### src/hdl/utf8_to_utf16_decoder_defines.svh
// Assertion helpers; expect clk and rst_n in the enclosing module.
`ifndef UTF8_TO_UTF16_DECODER_DEFINES_SVH
`define UTF8_TO_UTF16_DECODER_DEFINES_SVH

// Same-cycle implication.
`define U8U16_ASSERT_NOW(label, ante, cons, msg) \
  label: assert property (@(posedge clk) disable iff (!rst_n) (ante) |-> (cons)) \
    else $error(msg);

// Next-cycle implication.
`define U8U16_ASSERT_NEXT(label, ante, cons, msg) \
  label: assert property (@(posedge clk) disable iff (!rst_n) (ante) |=> (cons)) \
    else $error(msg);

`endif

### src/hdl/u8u16_pkg.sv
`default_nettype none

package u8u16_pkg;

  typedef enum logic [1:0] {
    ST_OK          = 2'd0,
    ST_BAD_LEAD    = 2'd1,
    ST_BAD_CONT    = 2'd2,
    ST_UNENCODABLE = 2'd3
  } status_t;

  typedef struct packed {
    logic [20:0] code_unit;
    status_t     status;
    logic        last;
  } res_t;

  typedef struct packed {
    logic [1:0]  owed;
    logic [20:0] partial;
    logic        disc;
  } dec_state_t;

  typedef struct packed {
    logic v0;
    logic v1;
    res_t r0;
    res_t r1;
  } dec_res_t;

  localparam logic [20:0] CP_SURR_START = 21'h00D800;
  localparam logic [20:0] CP_SURR_END   = 21'h00E000;
  localparam logic [20:0] CP_SUPP_BASE  = 21'h010000;
  localparam logic [20:0] CP_LIMIT      = 21'h110000;
  localparam logic [20:0] SURR_HI_BASE  = 21'h00D800;
  localparam logic [20:0] SURR_LO_BASE  = 21'h00DC00;

endpackage

`default_nettype wire

### src/hdl/u8u16_decode.sv
`default_nettype none

module u8u16_decode (
  input  wire logic                  utf32,
  input  wire logic [7:0]            in_byte,
  input  wire logic                  eos,
  input  wire u8u16_pkg::dec_state_t st,
  output u8u16_pkg::dec_state_t      st_nxt,
  output u8u16_pkg::dec_res_t        res
);
  import u8u16_pkg::*;

  logic        do_emit;
  logic        do_fail;
  status_t     fail_st;
  logic [20:0] emit_code;
  logic [20:0] cont_code;
  logic [20:0] code_off;
  logic        unenc;

  assign cont_code = {st.partial[14:0], in_byte[5:0]};
  assign emit_code = (st.owed == 2'd0) ? {13'd0, in_byte} : cont_code;
  assign code_off  = emit_code - CP_SUPP_BASE;
  assign unenc     = ((emit_code >= CP_SURR_START) && (emit_code < CP_SURR_END)) ||
                     (emit_code >= CP_LIMIT);

  always_comb begin
    st_nxt    = st;
    res       = '0;
    do_emit   = 1'b0;
    do_fail   = 1'b0;
    fail_st   = ST_OK;

    if (st.disc) begin
      if (eos) st_nxt.disc = 1'b0;
    end else if (st.owed == 2'd0) begin
      if (!in_byte[7]) begin
        do_emit   = 1'b1;
      end else if (in_byte[7:5] == 3'b110) begin
        st_nxt.partial = {16'd0, in_byte[4:0]};
        st_nxt.owed    = 2'd1;
      end else if (in_byte[7:4] == 4'b1110) begin
        st_nxt.partial = {17'd0, in_byte[3:0]};
        st_nxt.owed    = 2'd2;
      end else if (in_byte[7:3] == 5'b11110) begin
        st_nxt.partial = {18'd0, in_byte[2:0]};
        st_nxt.owed    = 2'd3;
      end else begin
        do_fail = 1'b1;
        fail_st = ST_BAD_LEAD;
      end
      if (in_byte[7] && !do_fail && eos) begin
        do_fail = 1'b1;
        fail_st = ST_BAD_CONT;
      end
    end else if (in_byte[7:6] != 2'b10) begin
      do_fail = 1'b1;
      fail_st = ST_BAD_CONT;
    end else if (st.owed == 2'd1) begin
      do_emit   = 1'b1;
    end else if (eos) begin
      do_fail = 1'b1;
      fail_st = ST_BAD_CONT;
    end else begin
      st_nxt.partial = cont_code;
      st_nxt.owed    = st.owed - 2'd1;
    end

    if (do_emit) begin
      st_nxt.owed    = 2'd0;
      st_nxt.partial = '0;
      if (utf32) begin
        res.v0           = 1'b1;
        res.r0.code_unit = emit_code;
        res.r0.status    = ST_OK;
        res.r0.last      = eos;
      end else if (unenc) begin
        do_fail = 1'b1;
        fail_st = ST_UNENCODABLE;
      end else if (emit_code < CP_SUPP_BASE) begin
        res.v0           = 1'b1;
        res.r0.code_unit = emit_code;
        res.r0.status    = ST_OK;
        res.r0.last      = eos;
      end else begin
        res.v0           = 1'b1;
        res.v1           = 1'b1;
        res.r0.code_unit = SURR_HI_BASE | {11'd0, code_off[19:10]};
        res.r0.status    = ST_OK;
        res.r0.last      = 1'b0;
        res.r1.code_unit = SURR_LO_BASE | {11'd0, code_off[9:0]};
        res.r1.status    = ST_OK;
        res.r1.last      = eos;
      end
    end

    if (do_fail) begin
      st_nxt.owed      = 2'd0;
      st_nxt.partial   = '0;
      st_nxt.disc      = !eos;
      res.v0           = 1'b1;
      res.v1           = 1'b0;
      res.r0.code_unit = '0;
      res.r0.status    = fail_st;
      res.r0.last      = 1'b1;
      res.r1           = '0;
    end
  end

endmodule

`default_nettype wire

### src/hdl/u8u16_out_stage.sv
`default_nettype none
`include "utf8_to_utf16_decoder_defines.svh"

module u8u16_out_stage (
  input  wire logic                clk,
  input  wire logic                rst_n,
  input  wire logic                take,
  input  wire u8u16_pkg::dec_res_t dec,
  output logic                     free,
  output logic                     out_vld,
  output u8u16_pkg::res_t          out_res,
  input  wire logic                out_rdy
);
  import u8u16_pkg::*;

  logic out_vld_r;
  res_t out_r;
  logic pend_r;
  res_t pend_data_r;
  logic slot_open;

  assign slot_open = !out_vld_r || out_rdy;
  assign free      = !pend_r && slot_open;
  assign out_vld   = out_vld_r;
  assign out_res   = out_r;

  always_ff @(posedge clk) begin
    if (!rst_n) begin
      out_vld_r <= 1'b0;
      pend_r    <= 1'b0;
    end else if (pend_r && slot_open) begin
      out_vld_r <= 1'b1;
      pend_r    <= 1'b0;
    end else if (take) begin
      out_vld_r <= dec.v0;
      pend_r    <= dec.v1;
    end else if (out_rdy) begin
      out_vld_r <= 1'b0;
    end
  end

  always_ff @(posedge clk) begin
    if (pend_r && slot_open) begin
      out_r <= pend_data_r;
    end else if (take) begin
      out_r       <= dec.r0;
      pend_data_r <= dec.r1;
    end
  end

  `U8U16_ASSERT_NOW(a_pend_behind_word, pend_r, out_vld_r, "pending low surrogate without a held word")
  `U8U16_ASSERT_NOW(a_pend_high_surr, pend_r,
    (!out_r.last && (out_r.code_unit[20:10] == 11'h036)),
    "word ahead of pending unit is not a high surrogate")
  `U8U16_ASSERT_NEXT(a_pend_drains, (pend_r && out_vld_r && out_rdy),
    (out_vld_r && !pend_r), "pending unit not moved into output register")

endmodule

`default_nettype wire

### src/hdl/utf8_to_utf16_decoder.sv
// UTF-8 to UTF-16 / UTF-32 transcoder.
// in_*  : stream of UTF-8 bytes, one per word; in_tlast marks the final byte of a string.
// out_* : one code unit per word; out_tuser carries the status (0 ok, 1 bad lead byte,
//         2 bad or missing continuation, 3 unencodable); out_tlast marks the last word of
//         a string, error words included. Error words carry a zero code unit.
// cfg_* : one-bit mode write, 0 = UTF-16 with surrogate pairs, 1 = whole code points.
//         Write only while no string is in flight; cfg_ready is always high.
// Path: an accepted byte is decoded from the input register, and its first word is
// loaded into the output register, where it is offered, when the byte is taken.
// Throughput: one byte per cycle while the output register drains. A surrogate pair is
// sent as two words; the input register holds the next byte until the second is loaded.
// An error ends the string; bytes are dropped up to and including the next in_tlast byte.
// When out_tready is low, the output register holds its word and the input register
// holds one byte, then in_tready falls.
// Reset (rst_n low, synchronous) clears the input, output and pending valid flags, the decode state and the mode.
`default_nettype none

module utf8_to_utf16_decoder (
  input  wire logic        clk,
  input  wire logic        rst_n,
  input  wire logic        in_tvalid,
  output logic             in_tready,
  input  wire logic [7:0]  in_tdata,   // [7:0] in_byte
  input  wire logic        in_tlast,
  output logic             out_tvalid,
  input  wire logic        out_tready,
  output logic [23:0]      out_tdata,  // [20:0] code_unit, [23:21] zero
  output logic [1:0]       out_tuser,  // [1:0] status
  output logic             out_tlast,
  input  wire logic        cfg_valid,
  output logic             cfg_ready,
  input  wire logic        cfg_data
);
  import u8u16_pkg::*;

  logic       in_vld_r;
  logic [7:0] in_byte_r;
  logic       in_eos_r;
  logic       utf32_r;
  dec_state_t st_r;
  dec_state_t st_nxt;
  dec_res_t   dec;
  logic       free;
  logic       take;
  res_t       out_res;

  assign take      = in_vld_r && free;
  assign in_tready = !in_vld_r || take;
  assign cfg_ready = 1'b1;

  always_ff @(posedge clk) begin
    if (!rst_n) begin
      in_vld_r <= 1'b0;
    end else if (in_tvalid && in_tready) begin
      in_vld_r <= 1'b1;
    end else if (take) begin
      in_vld_r <= 1'b0;
    end
  end

  always_ff @(posedge clk) begin
    if (in_tvalid && in_tready) begin
      in_byte_r <= in_tdata;
      in_eos_r  <= in_tlast;
    end
  end

  always_ff @(posedge clk) begin
    if (!rst_n) begin
      st_r <= '0;
    end else if (take) begin
      st_r <= st_nxt;
    end
  end

  always_ff @(posedge clk) begin
    if (!rst_n) begin
      utf32_r <= 1'b0;
    end else if (cfg_valid && cfg_ready) begin
      utf32_r <= cfg_data;
    end
  end

  u8u16_decode u_decode (
    .utf32   (utf32_r),
    .in_byte (in_byte_r),
    .eos     (in_eos_r),
    .st      (st_r),
    .st_nxt  (st_nxt),
    .res     (dec)
  );

  u8u16_out_stage u_out (
    .clk     (clk),
    .rst_n   (rst_n),
    .take    (take),
    .dec     (dec),
    .free    (free),
    .out_vld (out_tvalid),
    .out_res (out_res),
    .out_rdy (out_tready)
  );

  assign out_tdata = {3'b000, out_res.code_unit};
  assign out_tuser = out_res.status;
  assign out_tlast = out_res.last;

endmodule

`default_nettype wire

### config.mk
export PLATFORM = sky130hd
export DESIGN_NAME = utf8_to_utf16_decoder
export DESIGN_NICKNAME = d
export VERILOG_FILES = /design/src/hdl/u8u16_pkg.sv /design/src/hdl/u8u16_decode.sv /design/src/hdl/u8u16_out_stage.sv /design/src/hdl/utf8_to_utf16_decoder.sv
export VERILOG_INCLUDE_DIRS = /design/src /design/src/hdl
export SDC_FILE = /design/constraint.sdc
export NUM_CORES = 1
export LEC_CHECK = 0
export BUFFER_PORTS_ARGS = -buffer_cell sky130_fd_sc_hd__buf_2
export CORE_ASPECT_RATIO = 0.5
export CORE_MARGIN = 4
export CORE_UTILIZATION = 35
export CTS_CLUSTER_DIAMETER = 100
export DETAILED_ROUTE_END_ITERATION = 8
export PLACE_DENSITY = 0.55
export SYNTH_ARGS = -nofsm -noshare
export SYNTH_HDL_FRONTEND = slang
export SYNTH_SLANG_ARGS = --single-unit
### constraint.sdc
create_clock -name clk -period 3.21 [get_ports clk]
set_input_delay 0.1605 -clock clk [delete_from_list [all_inputs] [get_ports clk]]
set_output_delay 0.1605 -clock clk [all_outputs]
set_load 0.02 [all_outputs]
==> load_flow_metrics.sql, run 1 <==
INSERT INTO impl_metrics (metric_group, metric, value, unit) VALUES
('status', 'outcome', 'completed', ''),
('floorplanning', 'core', '8890', 'sq um'),
('worst_setup_path', 'criticalPathCategory', 'reg2reg', ''),
('layout', 'area_growth', '22.8', '%'),
('worst_setup_path', 'crit_end_element', 'register', ''),
('timing', 'final_critical_path_setup_slack', '427', 'ps'),
('timing', 'grt_setup_unrepaired', 'false', ''),
('placed_design', 'place.gp.congestion', '0.917', ''),
('clock_tree', 'h-tree-depth', '3', ''),
('route', 'drc_errors', '0', ''),
('floorplanning', 'ios', '45', ''),
('floorplanning', 'die_h', '76.4', 'um'),
('timing', 'worstMarginPinSlew', '813', 'ps'),
('global_route', 'grt_first_pass_wirelength', '14300', 'um'),
('clock_tree', 'clk_root_buffer_cell', 'sky130_fd_sc_hd__clkbuf_16', ''),
('layout', 'stdcell_count', '482', ''),
('timing', 'timing.final.setup_violations', '0', ''),
('clock_tree', 'clock_sink_count', '67', ''),
('worst_setup_path', 'crit_path_max_incr_delay', '530', 'ps'),
('route', 'wl', '8940', 'um'),
('clock_tree', 'tritoncts.num_buffers', '9', ''),
('worst_setup_path', 'critPathLaunchType', 'register', ''),
('timing', 'timing.max_slew.rel_slack', '0.456', ''),
('synth', 'post_synth_instance_area', '3270', 'sq um'),
('clock_tree', 'clock_tree.buffer_depth', '2', ''),
('flow_run', 'max_cap_violations', '0', ''),
('layout', 'finalInstanceArea', '4020', 'sq um'),
('layout', 'proportion_of_layout_cells_with_a_drive_suffix_above_1', '0.227', ''),
('floorplanning', 'dieArea', '11000', 'sq um'),
('timing', 'final-max-slew-violation-count', '0', ''),
('synth', 'synth-edff-count', '45', ''),
('route', 'detail_route.first_pass.iterations', '5', ''),
('route', 'initialDrtViolationCount', '177', ''),
('worst_setup_path', 'cp_slowest_cell', 'sky130_fd_sc_hd__dfxtp_1', ''),
('worst_setup_path', 'worst_ep_arrival_time', '2850', 'ps'),
('clock_tree', 'clock_tree_from_tritoncts', 'done', ''),
('placed_design', 'place.port_buffers', '40', ''),
('worst_setup_path', 'crit_required', '3280', 'ps'),
('timing', 'setup_tns', '0', 'ps'),
('synth', 'yosys_warnings', '0', ''),
('global_route', 'vias_in_the_first_global_route', '2624', ''),
('power_and_ir_drop', 'vdd_drop_max', '0.271', 'mV'),
('layout', 'utilization', '0.452', ''),
('timing', 'finalClockSkew', '4.30', 'ps'),
('global_route', 'groute.usage.overall', '0.170', ''),
('timing', 'finalWorstPathRequiredPeriod', '2780', 'ps'),
('worst_setup_path', 'timing.critical_path.cells', 'or2_2, nand2_1, inv_1, ha_1, or3b_2, nor4_4, a211oi_2, o21ai_2, o221ai_1', ''),
('floorplanning', 'fp-row-count', '24', ''),
('floorplanning', 'start_util', '0.368', ''),
('placed_design', 'dp_worst_setup_slack', '494', 'ps'),
('timing', 'holdWs', '7.04', 'ps'),
('timing', 'hold_viol', '0', ''),
('synth', 'synth_seq_cells', '67', ''),
('placed_design', 'place_inst', '458', ''),
('placed_design', 'detailed_placer_s_ending_hpwl', '6690', 'um'),
('route', 'route.detailed.wl_per_inst', '18.6', 'um'),
('placed_design', 'placed_cell_area', '3560', 'sq um'),
('synth', 'synth.avg_cell_area', '10.4', 'sq um'),
('clock_tree', 'cts-resized-gates', '0', ''),
('global_route', 'antenna_violations_before_repair', '0', ''),
('synth', 'synthCells', '313', ''),
('power_and_ir_drop', 'powerDensity', '606', 'nW/um^2'),
('route', 'drt-vias-per-instance', '5.52', ''),
('clock_tree', 'worst_skew_pair.late_latency', '330', 'ps'),
('synth', 'ys_seq_area_frac', '0.548', ''),
('power_and_ir_drop', 'report.power.total', '2.43', 'mW'),
('floorplanning', 'die_x', '145', 'um'),
('route', 'count_of_nets_left_with_antenna_violations_after_detail_routing', '0', ''),
('global_route', 'grt_start_max_net_pins', '25', ''),
('synth', 'synth-async-reset-ratio', '0', ''),
('hold_path', 'timing.hold.worst.class', 'in2reg', ''),
('layout', 'antenna-diode-count', '0', ''),
('layout', 'num-nets-final', '377', ''),
('route', 'detailroute.via_count', '2662', ''),
('timing', 'final_min_period_over_clock_period', '0.867', ''),
('global_route', 'gr_overflow_total', '0', ''),
('worst_setup_path', 'critical_path.max_fanout', '14', ''),
('clock_tree', 'cts.reportedPaths.clkPinSlew', '50', 'ps'),
('timing', 'fmax', '359', 'MHz'),
('power_and_ir_drop', 'cellLeakagePower', '1.49', 'nW'),
('synth', 'synthFlopType', 'sky130_fd_sc_hd__edfxtp_1', ''),
('synth', 'ys_types', '60', '');
## cells in the final DEF (no fill, tap or decap), types with 3 or more instances in the layout
cell	netlist	routed
sky130_fd_sc_hd__or2_2	3	3
sky130_fd_sc_hd__nand2_1	37	37
sky130_fd_sc_hd__dlygate4sd3_1	0	8
sky130_fd_sc_hd__nor2b_1	4	4
sky130_fd_sc_hd__a22oi_1	8	8
sky130_fd_sc_hd__o21ai_0	19	19
sky130_fd_sc_hd__or4_1	4	4
sky130_fd_sc_hd__buf_4	7	5
sky130_fd_sc_hd__nor3_1	6	6
sky130_fd_sc_hd__a21oi_1	15	15
sky130_fd_sc_hd__edfxtp_1	45	45
sky130_fd_sc_hd__o221ai_1	3	3
sky130_fd_sc_hd__inv_1	11	11
sky130_fd_sc_hd__a221oi_1	4	4
sky130_fd_sc_hd__nand3_1	11	11
sky130_fd_sc_hd__nor2_1	24	24
sky130_fd_sc_hd__clkbuf_16	0	9
sky130_fd_sc_hd__a32oi_1	4	4
sky130_fd_sc_hd__buf_2	3	40
sky130_fd_sc_hd__and3_1	4	4
sky130_fd_sc_hd__bufinv_16	0	4
sky130_fd_sc_hd__a21boi_0	6	6
sky130_fd_sc_hd__nand4_1	5	5
sky130_fd_sc_hd__nand2b_1	5	5
sky130_fd_sc_hd__conb_1	2	4
sky130_fd_sc_hd__and2_1	4	4
sky130_fd_sc_hd__dfxtp_1	22	22
## Yosys cell counts (5+ instances only)
master                      n  area [sq um]
sky130_fd_sc_hd__a21boi_0   6          45.0
sky130_fd_sc_hd__a21oi_1   15          75.1
sky130_fd_sc_hd__a22oi_1    8          60.1
sky130_fd_sc_hd__buf_4      7          52.6
sky130_fd_sc_hd__clkbuf_1   9          33.8
sky130_fd_sc_hd__dfxtp_1   22           440
sky130_fd_sc_hd__edfxtp_1  45          1350
sky130_fd_sc_hd__inv_1     11          41.3
sky130_fd_sc_hd__nand2_1   37           139
sky130_fd_sc_hd__nand2b_1   5          31.3
sky130_fd_sc_hd__nand3_1   11          55.1
sky130_fd_sc_hd__nand4_1    5          31.3
sky130_fd_sc_hd__nor2_1    24          90.1
sky130_fd_sc_hd__nor3_1     6          30.0
sky130_fd_sc_hd__o21ai_0   19          95.1
## sequential cells by signal, summed over array words and instances (netlist names)
name	flops
u_out.pend_data_r	12
u_out.out_res	24
in_byte_r	8
u_out.pend_r	1
utf32_r	1
st_r	18
in_vld_r	1
u_out.out_vld	1
in_eos_r	1
## worst paths after layout
| kind | slack, ps | start | cells past startpoint | endpoint |
|---|---|---|---|---|
| max | 430 | st_r[23] | 9 | u_out.out_res[7] |
| min | 7 | in_tdata[7] | 1 | in_byte_r[7] |
| max reg2reg | 430 | st_r[23] | 9 | u_out.out_res[7] |
| min reg2reg | 520 | st_r[1] | 2 | st_r[1] |
## cell families (layout without fill, tap and decap cells)
| logic type | Yosys count | in the layout | synth area share |
|---|---|---|---|
| flip-flops | 67 | 67 | 0.548 |
| adder cells (fa/ha/maj) | 2 | 2 | 0.00765 |
| AO/OA/AOI/OAI | 80 | 80 | 0.173 |
| XOR/XNOR | 4 | 4 | 0.0107 |
| other | 2 | 4 | 0.00230 |
| buffers and inverters | 31 | 81 | 0.0455 |
| AND/OR/NAND/NOR | 126 | 126 | 0.210 |
| multiplexers | 1 | 1 | 0.00306 |
## worst max-delay path: cells and delay by family, from the launching register on
family,cells,cell delay [ps]
buffers and inverters,1,90
AOI/OAI and AO/OA,3,610
adders and majority gates,1,120
DFF,1,530
and+or+nand+nor,4,1180
## metal layers
metal | GRT usage | share of wire
met2 | 0.233 | 0.41
met1 | 0.250 | 0.49
met4 | 0.0624 | 0.020
met5 | 0 | 0
met3 | 0.0527 | 0.083
## layout make-up
cell class | instances | area (sq um)
fillers | 856 | 4870
flip-flops and latches | 67 | 1790
multi-input cells | 217 | 1340
repair buffers | 53 | 318
clock buffers | 12 | 256
well taps | 117 | 146
clock inverters | 4 | 120
inverters | 12 | 47.5
## power breakdown
group | internal (mW) | total [mW] | switching, mW
logic | 0.0702 | 0.214 | 0.144
registers | 0.960 | 0.991 | 0.0307
clock network | 0.879 | 1.23 | 0.349
total | 1.91 | 2.43 | 0.523
## repair_timing
action,in CTS,in global routing
buffers inserted,0,0
hold endpoints to repair,8,0
hold buffers,8,0
Power figures use the tool's default switching activity.
==> inputs of run 2 (changes only) <==
Settings changed: ABC_AREA set to 1, CORE_MARGIN 4 to unset.
==> run 2 against run 1 <==
Net effect:
- utilization shrank 2.3 points
- clock power fell by 28%
- register-to-register slack improved by 220 ps
- hold slack better by 85 ps
- largest power group is now registers
==> load_flow_metrics.sql, run 2 <==
INSERT INTO impl_metrics (metric_group, metric, value, unit) VALUES
('status', 'outcome', 'completed', ''),
('timing', 'worstMarginPinSlew', '806', 'ps'),
('synth', 'synthTopCellsByCount', 'sky130_fd_sc_hd__nand2_1 (98), sky130_fd_sc_hd__edfxtp_1 (45), sky130_fd_sc_hd__o21ai_0 (36)', ''),
('floorplanning', 'die_x', '143', 'um'),
('timing', 'finalClockSkew', '6.30', 'ps'),
('floorplanning', 'ios', '45', ''),
('timing', 'finalWorstPathRequiredPeriod', '2570', 'ps'),
('layout', 'area.sequential', '1790', 'sq um'),
('layout', 'fillers', '977', ''),
('worst_setup_path', 'crit_required', '3410', 'ps'),
('synth', 'ys_seq_area_frac', '0.518', ''),
('route', 'initialDrtViolationCount', '218', ''),
('layout', 'num-nets-final', '458', ''),
('worst_setup_path', 'crit_path_max_incr_delay', '450', 'ps'),
('timing', 'setup_tns', '0', 'ps'),
('clock_tree', 'clock_sink_count', '67', ''),
('worst_setup_path', 'crit_end_element', 'register', ''),
('placed_design', 'place.port_buffers', '40', ''),
('timing', 'timing.final.setup_violations', '0', ''),
('layout', 'layout.cells.most_common', 'sky130_fd_sc_hd__nand2_1', ''),
('timing', 'final_critical_path_setup_slack', '643', 'ps'),
('global_route', 'grt_first_pass_wirelength', '12800', 'um'),
('route', 'met2WireLength', '3150', 'um'),
('layout', 'most-common-layout-cells', 'sky130_fd_sc_hd__nand2_1 (98), sky130_fd_sc_hd__edfxtp_1 (45), sky130_fd_sc_hd__buf_2 (40)', ''),
('layout', 'antenna-diode-count', '0', ''),
('worst_setup_path', 'timing.critical_path.cells', 'inv_2, nand2_4, nand2_1, ha_1, nand3_1, nor2_1, nand2_1, nor2_2, nand2_2, nand3_2, nand2_2, nand3_2, inv_2, nand3_1, nand2_1', ''),
('synth', 'synth.avg_cell_area', '8.80', 'sq um'),
('timing', 'fmax', '390', 'MHz'),
('worst_setup_path', 'timing.critical_path.buf_inv', '2', ''),
('clock_tree', 'clock_tree.buffer_depth', '2', ''),
('clock_tree', 'tritoncts.num_buffers', '9', ''),
('route', 'detail_route.first_pass.iterations', '5', ''),
('synth', 'synth-async-reset-ratio', '0', ''),
('clock_tree', 'h-tree-depth', '3', ''),
('global_route', 'groute.usage.overall', '0.169', ''),
('worst_setup_path', 'crit_top_cell', 'sky130_fd_sc_hd__nand2_1', ''),
('layout', 'proportion_of_layout_cells_with_a_drive_suffix_above_1', '0.222', ''),
('layout', 'multi_input_comb_area', '1390', 'sq um'),
('synth', 'synthFlopType', 'sky130_fd_sc_hd__edfxtp_1', ''),
('synth', 'ys_types', '34', ''),
('worst_setup_path', 'worst_path_dominant_cell_family', 'simple AND/OR/NAND/NOR gates', ''),
('hold_path', 'timing.hold.worst.class', 'in2reg', ''),
('worst_setup_path', 'critPathLaunchType', 'register', ''),
('synth', 'yosys_warnings', '0', ''),
('global_route', 'gr_overflow_total', '0', ''),
('power_and_ir_drop', 'powerDensity', '547', 'nW/um^2'),
('route', 'drc_errors', '0', ''),
('floorplanning', 'start_util', '0.364', ''),
('clock_tree', 'clock_tree_from_tritoncts', 'done', ''),
('synth', 'synth_seq_cells', '67', ''),
('route', 'route.detailed.wl_per_inst', '13.9', 'um'),
('synth', 'synth_top_cell_area_share', '0.391', ''),
('layout', 'area_growth', '17.9', '%'),
('route', 'count_of_nets_left_with_antenna_violations_after_detail_routing', '0', ''),
('power_and_ir_drop', 'vdd_drop_max', '0.236', 'mV'),
('global_route', 'vias_in_the_first_global_route', '2370', ''),
('route', 'detailroute.via_count', '2732', ''),
('synth', 'synth-edff-count', '45', ''),
('placed_design', 'place.gp.congestion', '0.883', ''),
('timing', 'final-max-slew-violation-count', '0', ''),
('timing', 'timing.max_slew.rel_slack', '0.463', ''),
('route', 'drt-vias-per-instance', '4.70', ''),
('floorplanning', 'die_h', '72.3', 'um'),
('worst_setup_path', 'cp_slowest_cell', 'sky130_fd_sc_hd__dfxtp_1', ''),
('synth', 'synth.top_cells.by_area', 'sky130_fd_sc_hd__edfxtp_1 (39%), sky130_fd_sc_hd__dfxtp_1 (13%), sky130_fd_sc_hd__nand2_1 (11%)', ''),
('timing', 'grt_setup_unrepaired', 'false', ''),
('layout', 'finalInstanceArea', '4080', 'sq um'),
('flow_run', 'max_cap_violations', '0', ''),
('route', 'wl', '8070', 'um'),
('global_route', 'antenna_violations_before_repair', '0', ''),
('clock_tree', 'cts.reportedPaths.clkPinSlew', '50', 'ps'),
('floorplanning', 'core', '9510', 'sq um'),
('placed_design', 'detailed_placer_s_ending_hpwl', '5910', 'um'),
('worst_setup_path', 'worst_ep_arrival_time', '2770', 'ps'),
('route', 'met3_length', '535', 'um'),
('route', 'met1Wirelength', '4300', 'um'),
('floorplanning', 'dieArea', '10300', 'sq um'),
('synth', 'post_synth_instance_area', '3460', 'sq um'),
('floorplanning', 'fp-row-count', '25', ''),
('synth', 'synth.largest_area_cell', 'sky130_fd_sc_hd__edfxtp_1', ''),
('clock_tree', 'clk_root_buffer_cell', 'sky130_fd_sc_hd__clkbuf_16', ''),
('power_and_ir_drop', 'cellLeakagePower', '1.69', 'nW'),
('timing', 'final_min_period_over_clock_period', '0.800', ''),
('route', 'dr.max_layer_used', 'met4', ''),
('synth', 'synth_most_common_cell', 'sky130_fd_sc_hd__nand2_1', ''),
('global_route', 'grt_start_max_net_pins', '29', ''),
('worst_setup_path', 'critical_path.max_fanout', '25', ''),
('synth', 'synthCells', '393', ''),
('clock_tree', 'post-cts-setup-buffers', '0', ''),
('placed_design', 'placed_cell_area', '3730', 'sq um'),
('clock_tree', 'worst_skew_pair.late_latency', '330', 'ps'),
('worst_setup_path', 'criticalPathCategory', 'reg2reg', ''),
('layout', 'largest_register_ff_count', '24', ''),
('timing', 'hold_viol', '0', ''),
('placed_design', 'dp_worst_setup_slack', '679', 'ps');
==> run 2: layout make-up <==
cell class	count	area share
repair buffers	52	0.0767
clock buffers	12	0.0604
well taps	135	0.0414
flip-flops and latches	67	0.439
multi-input cells	270	0.340
clock inverters	4	0.00429
inverters	41	0.0377
==> run 2: final timing paths <==
path	startpoint	to	slack (ps)	cells after the start
min	in_tvalid	in_vld_r	90	3
min reg2reg	st_r[11]	st_r[11]	470	2
max	st_r[23]	u_out.out_res[4]	640	15
max reg2reg	st_r[23]	u_out.out_res[4]	640	15
==> run 2: per-layer routing <==
layer | track usage | vias to the layer above
li1 | - | 1395
met3 | 0.0469 | 8
met2 | 0.225 | 81
met1 | 0.256 | 1248
met5 | 0 | -
met4 | 0.0609 | 0
==> run 2: power by group <==
part	total [mW]	leakage, nW	internal (mW)	switching, mW
sequential	1.01	0.622	0.978	0.0325
combinational	0.339	0.938	0.0987	0.240
clock	0.882	0.131	0.535	0.347
total	2.23	1.69	1.61	0.620
==> run 2: cell families after synthesis <==
family / after synthesis / synth area share
AO/OA/AOI/OAI: 78 / 0.122
XOR/XNOR: 1 / 0.00253
adder cells (fa/ha/maj): 2 / 0.00723
buffers and inverters: 58 / 0.0828
flip-flops: 67 / 0.518
other: 2 / 0.00217
AND/OR/NAND/NOR: 185 / 0.266
==> run 2: timing repair <==
| action | in CTS | in global routing |
|---|---|---|
| endpoints found under the setup margin | 0 | 0 |
| hold buffers | 9 | 0 |
| resized for setup | 0 | 0 |
| endpoints found under the hold margin | 9 | 0 |
==> run 2: per-stage QoR <==
step           power, mW  cells  hold WS [ps]  utilization
2_1_floorplan       1.28    395           259            -
4_1_cts             2.26    581          80.6        0.429
5_1_grt             2.33    581          97.5        0.429
6_report            2.23    581          92.5        0.429
3_3_place_gp        1.36    556           340        0.392
3_5_place_dp        1.36    556           339        0.392
==> run 2: worst reg2reg max path: cells and delay by family, from the launching register on <==
| family | cells | cell delay, ps |
|---|---|---|
| flip-flops | 1 | 450 |
| AND/OR/NAND/NOR | 12 | 1460 |
| buffers and inverters | 2 | 300 |
| adder cells (fa/ha/maj) | 1 | 220 |
